## config.mk

```make
export PLATFORM = sky130hd
export DESIGN_NAME = bsr_controller
export DESIGN_NICKNAME = d
export VERILOG_FILES = /design/src/bsr_pkg.sv /design/src/bsr_controller.sv
export SDC_FILE = /design/constraint.sdc
export NUM_CORES = 1
export LEC_CHECK = 0
export BUFFER_PORTS_ARGS = -buffer_cell sky130_fd_sc_hd__buf_2
export CELL_PAD_IN_SITES_DETAIL_PLACEMENT = 1
export CELL_PAD_IN_SITES_GLOBAL_PLACEMENT = 2
export CORE_MARGIN = 2
export CORE_UTILIZATION = 17
export DETAILED_ROUTE_END_ITERATION = 7
export GPL_TIMING_DRIVEN = 0
export PLACE_DENSITY = 0.76
export SYNTH_ARGS = -nofsm -noshare
export SYNTH_HDL_FRONTEND = slang
export SYNTH_SLANG_ARGS = --single-unit
```

## constraint.sdc

```tcl
create_clock -name clock -period 1.1 [get_ports clock]
set_input_delay 0.055 -clock clock [delete_from_list [all_inputs] [get_ports clock]]
set_output_delay 0.055 -clock clock [all_outputs]
set_load 0.05 [all_outputs]
```

## src/bsr_pkg.sv

```systemverilog
`timescale 1ns / 1ps
// ----------------------------------------------------------------------------
// bsr_pkg
// Shared types, codes and helpers of the bitmap shape rasterizer.
// ----------------------------------------------------------------------------
package bsr_pkg;

   // command codes
   localparam logic [1:0] REQ_SQUARE   = 2'd0;
   localparam logic [1:0] REQ_LINE     = 2'd1;
   localparam logic [1:0] REQ_TRIANGLE = 2'd2;
   localparam logic [1:0] REQ_CLEAR    = 2'd3;

   // register indexes
   localparam logic CSR_GRID_ROWS = 1'b0;
   localparam logic CSR_GRID_COLS = 1'b1;

   localparam int COORD_W = 10;
   localparam int GRID_W  = 64;

   typedef logic signed [COORD_W-1:0] coord_type;

   // controller to datapath
   typedef struct packed {
      logic load;
      logic clear_all;
      logic cnt_clr;
      logic cnt_inc;
      logic rd_en;
      logic wr_en;
      logic show_err;
   } ctrl_type;

   // datapath to controller
   typedef struct packed {
      logic shape_ok;
      logic is_clear;
      logic cnt_last_draw;
      logic cnt_last_out;
   } stat_type;

   // columns lo..hi inclusive, clipped to the word
   function automatic logic [GRID_W-1:0] range_mask(coord_type lo, coord_type hi);
      logic [GRID_W-1:0] m;
      coord_type         n;
      m = '0;
      for (int k = 0; k < GRID_W; k++) begin
         n    = coord_type'(k);
         m[k] = (n >= lo) && (n <= hi);
      end
      return m;
   endfunction

endpackage

```

## src/bsr_controller.sv

```systemverilog
`timescale 1ns / 1ps
`default_nettype none
// ----------------------------------------------------------------------------
// bsr_controller
// Sequences range check, row-by-row drawing and row readout.
// ----------------------------------------------------------------------------
module bsr_controller (
   input  wire logic              clock,
   input  wire logic              reset,
   input  wire logic              req_valid,
   output logic                   req_ready,
   output logic                   rsp_valid,
   input  wire logic              rsp_ready,
   output logic                   rsp_status,
   output bsr_pkg::ctrl_type      ctrl,
   input  wire bsr_pkg::stat_type stat
);

   typedef enum logic [2:0] {
      IDLE, CHECK, DRAW_RD, DRAW_WR, OUT_RD, OUT_SHOW, OUT_ERR
   } state_type;

   state_type state_ff, state_in;

   // next state
   always_comb begin
      state_in = state_ff;
      unique case (state_ff)
         IDLE:     if (req_valid) state_in = CHECK;
         CHECK: begin
            if (!stat.shape_ok)     state_in = OUT_ERR;
            else if (stat.is_clear) state_in = OUT_RD;
            else                    state_in = DRAW_RD;
         end
         DRAW_RD:  state_in = DRAW_WR;
         DRAW_WR:  state_in = stat.cnt_last_draw ? OUT_RD : DRAW_RD;
         OUT_RD:   state_in = OUT_SHOW;
         OUT_SHOW: if (rsp_ready) state_in = stat.cnt_last_out ? IDLE : OUT_RD;
         OUT_ERR:  if (rsp_ready) state_in = IDLE;
         default:  state_in = IDLE;
      endcase
   end

   always_ff @(posedge clock) begin
      if (reset) begin
         state_ff <= IDLE;
      end else begin
         state_ff <= state_in;
      end
   end

   // datapath commands
   always_comb begin
      ctrl           = '0;
      ctrl.load      = (state_ff == IDLE) && req_valid;
      ctrl.cnt_clr   = (state_ff == CHECK) || ((state_ff == DRAW_WR) && stat.cnt_last_draw);
      ctrl.clear_all = (state_ff == CHECK) && stat.shape_ok && stat.is_clear;
      ctrl.rd_en     = (state_ff == DRAW_RD) || (state_ff == OUT_RD);
      ctrl.wr_en     = (state_ff == DRAW_WR);
      ctrl.cnt_inc   = ((state_ff == DRAW_WR) && !stat.cnt_last_draw)
                    || ((state_ff == OUT_SHOW) && rsp_ready && !stat.cnt_last_out);
      ctrl.show_err  = (state_ff == OUT_ERR);
   end

   assign req_ready  = (state_ff == IDLE);
   assign rsp_valid  = (state_ff == OUT_SHOW) || (state_ff == OUT_ERR);
   assign rsp_status = (state_ff == OUT_ERR);

endmodule
`default_nettype wire

```

# Yosys cells after proc, flatten, opt, wreduce, memory -nomap -nowiden
# Index checks and enable logic that the tools add are counted.
# word_totals
inputBits,8
out_inout_bits,10
word_cells,33
ff_bits,3
# classes
n_reduce_logical,15
muxes,8
eq_ne,9
# ops
op,count
2-to-1 mux 3 bit,7
one-hot mux 3 bit (7 select lines),1
"== test 3 bit, second input constant",3
logical AND 1 bit,7
"== test 3 x 2 -> 1 bit, second input constant",2
"!= test 2 bit, second input constant",3
logical OR 1 bit,4
"== test 3 x 1 -> 1 bit, second input constant",1
zero test 3 bit,1
AND reduction 3 bit,1
zero test 1 bit,2

# Logic depth before layout (Yosys ltp)
# depth
ltp_word,4
ltp_mapped,5
mapped_depth_nobuf,4

# Least setup slack after synthesis
# OpenSTA, ideal clock, no wires.
# synth_timing
path_kind,register -> output
start,register state_ff[1]
end,output ctrl[6] in the netlist's numbering
path_slack_ns,-1.156
required_time_ns,1.045
t_arrival_ns,2.201
stages_incl_launch_ff,4
n_path_buf,1
cell_sequence,dfxtp_1 buf_2 nor3_1 and2_1
# synth_lines
element,line,rtl
start: declaration,bsr_controller.sv:23,"state_type state_ff, state_in;"
start signal: assignment,bsr_controller.sv:48,state_ff <= state_in;
end: declaration,bsr_controller.sv:15,"output bsr_pkg::ctrl_type ctrl,"

==> flow_summary.toml <==
[power_and_ir_drop]
clkPwrFrac = 0.166
leakagePower_nw = 0.3427
ir_drop_mv = 0.9872
internal_power_w = 0.0006598
switching_share = 0.4277
power_w = 0.001153
switchingPower_w = 0.0004931
p_comb_frac = 0.701
p_seq_frac = 0.133
p_per_area_nw_per_um2 = 1447

[yosys]
synthesis.area_um2 = 296.5
synth_seq_area_share = 0.2025
synth_fp_nets = 49
ys_ff_latch = 3
ys_types = 24
synth_area_leaders = "dfxtp_1, nor2_1, xnor2_1"
syn_avg_cell_area_um2 = 7.233
yosys_warnings = 0
synthCells = 41
synth_top_area_cell = "dfxtp_1"
synth_top_area_share = 0.2025

[sta]
slew-limit-headroom = 0.8196
period_needed_ns = 1.299
fmax_mhz = 769.8
finalClockSkew_ns = 0.004588
rsz0062_at_grt = "true"
tns_ns = -1.381
period_share = 1.181
slew_violations = 0
setup_viol = 12
finalHoldViolCount = 0
worstMarginPinSlew_ns = 0.2683
setup_ws_ns = -0.1990

[placement]
gp_congestion = 0.7233
port_buffers = 17
hpwlAfterDp_um = 684.7

[die]
die_y_um = 45.77
boundaryPins = 18
rows = 15
initial_core_util = 0.1756
die_x_um = 45.77
die_area_um2 = 2094
core_um2 = 1689

[drt]
wl_met3_um = 51
drt-initial-drc-count = 0
avgViaCountPerCell = 4.804
drc_errors = 0
ant_nets = 0
wirelength_um = 1342
met2_length_um = 764
dr_total_vias = 442
highest-signal-layer = "met4"
drt-wirelength-per-cell_um = 14.59
met1_length_um = 505
dr.pass1.iters = 1

[final_layout]
diodes = 0
layout_common_cells = "buf_6, buf_2, buf_4"
reg_top3 = "state_ff: 3 flops"
largest_reg_flops = 3
synthToLayoutAreaGrowth_pct = 168.8
drive_gt1_frac = 0.7600
layout_commonest_cell = "buf_6"
largest-register = "state_ff"
nets = 84
fin_util = 0.4719

[cts]
cts-buffers-inserted = 3
clock-sinks = 3
cts_tree = "built"
clk_latency_ns = 0.23
hold_buffers = 0
h-tree-depth = 1
cts.path.max_buffers = 2
clkTransAtPathRegs_ns = 0.04
cts_root_buf = "clkbuf_4"

[critical_path]
start_kind = "register"
critPathMaxFanout = 5
crit_required_ns = 1.04
worstSetupPathType = "reg2out"
cp.arrival_ns = 1.24
endpoint_kind = "output port"

[status]
violations = "negative setup slack"
status = "complete, but fails checks"

[worst_hold_path]
hold_class = "in2reg"

[global_route]
grt_pass1_vias = 442
grt_pass1_wl_um = 1918
grt_max_degree = 11
overflow = 0
grt_antenna_before_repair = 0
track_usage = 0.1325

[job]
cap_violations = 0
[cells in the mapped netlist]
cell type and number:
a21oi_1 1, inv_1 2, xnor2_1 2, a211o_1 1, a31oi_1 1, a2111oi_2 1, and2_1 1, o21a_1 1
nor3b_1 2, o21ai_1 1, o31ai_1 1, buf_2 2, nand2_2 1, buf_4 1, nand2_1 2, and4bb_1 1
o21ai_0 2, and3_1 2, nor3_1 2, dfxtp_1 3, buf_6 1, nand2b_1 2, nor2_1 7, a32oi_1 1
[kinds of logic after synthesis]
logic type / count (synthesis) / synth area share
compound gates: 10 / 0.2489
simple gates: 20 / 0.3671
flops: 3 / 0.2025
buf+inv: 6 / 0.1224
xor+xnor: 2 / 0.05908
[per-stage QoR]
| stage | std cells | instance area (um2) | hold WS, ns | setup WS, ns |
|---|---|---|---|---|
| finish | 92 | 797.0 | 0.06799 | -0.1990 |
| global route | 92 | 797.0 | 0.09283 | -0.2409 |
| CTS | 87 | 705.7 | 0.06936 | -0.1740 |
| detailed placement | 75 | 474.2 | 0.3063 | -0.1053 |
| global placement | 75 | 474.2 | 0.3004 | -0.1058 |
| floorplan | 41 | 367.9 | 0.1237 | -0.2217 |
[area by class of cell]
cell class,instances,area [um2]
clock buffer,4,26.28
fill,192,892.1
buffer,4,57.56
inverter,2,12.51
sequential,3,68.82
multi-input combinational,32,312.8
timing repair buffer,30,297.8
tap,17,21.27
[power by group through the flow]
stage	combinational, W	clock [W]	sequential (W)
after floorplan	0.000414	0	0.000143
after global placement	0.000501	0	0.000148
after detailed placement	0.000503	0	0.000147
after CTS	0.000713	0.000203	0.000155
after global routing	0.000851	0.000214	0.000156
final	0.000808	0.000191	0.000154
[final timing paths]
path / startpoint / endpoint / slack [ns] / cells after the start
setup / recovery: state_ff[2]$_SDFFE_PP0P_ / ctrl[3] / -0.20 / 5
hold / removal: reset / state_ff[1]$_SDFFE_PP0P_ / 0.07 / 2
setup reg to reg: state_ff[1]$_SDFFE_PP0P_ / state_ff[2]$_SDFFE_PP0P_ / -0.10 / 4
hold reg to reg: state_ff[1]$_SDFFE_PP0P_ / state_ff[0]$_SDFFE_PP0P_ / 0.66 / 2
[per-layer routing]
metal	vias up	track usage
li1	212	-
met2	16	0.2225
met3	2	0.04762
met4	0	0.03429
met1	212	0.1591
met5	-	0
[repair_timing]
item | 4_1_cts | 5_1_grt
buffers inserted | 6 | 5
setup endpoints to repair | 13 | 13
gates cloned | 2 | 0
pin swaps | 6 | 5
gates resized for setup | 35 | 15
[worst max-delay path, stage by stage (launching register included)]
cell	delay, ns
dfxtp_2	0.33
buf_6	0.13
inv_6	0.03
and3_4	0.15
o21a_1	0.20
buf_6	0.16
No activity file was read; power rests on OpenSTA's default activity.
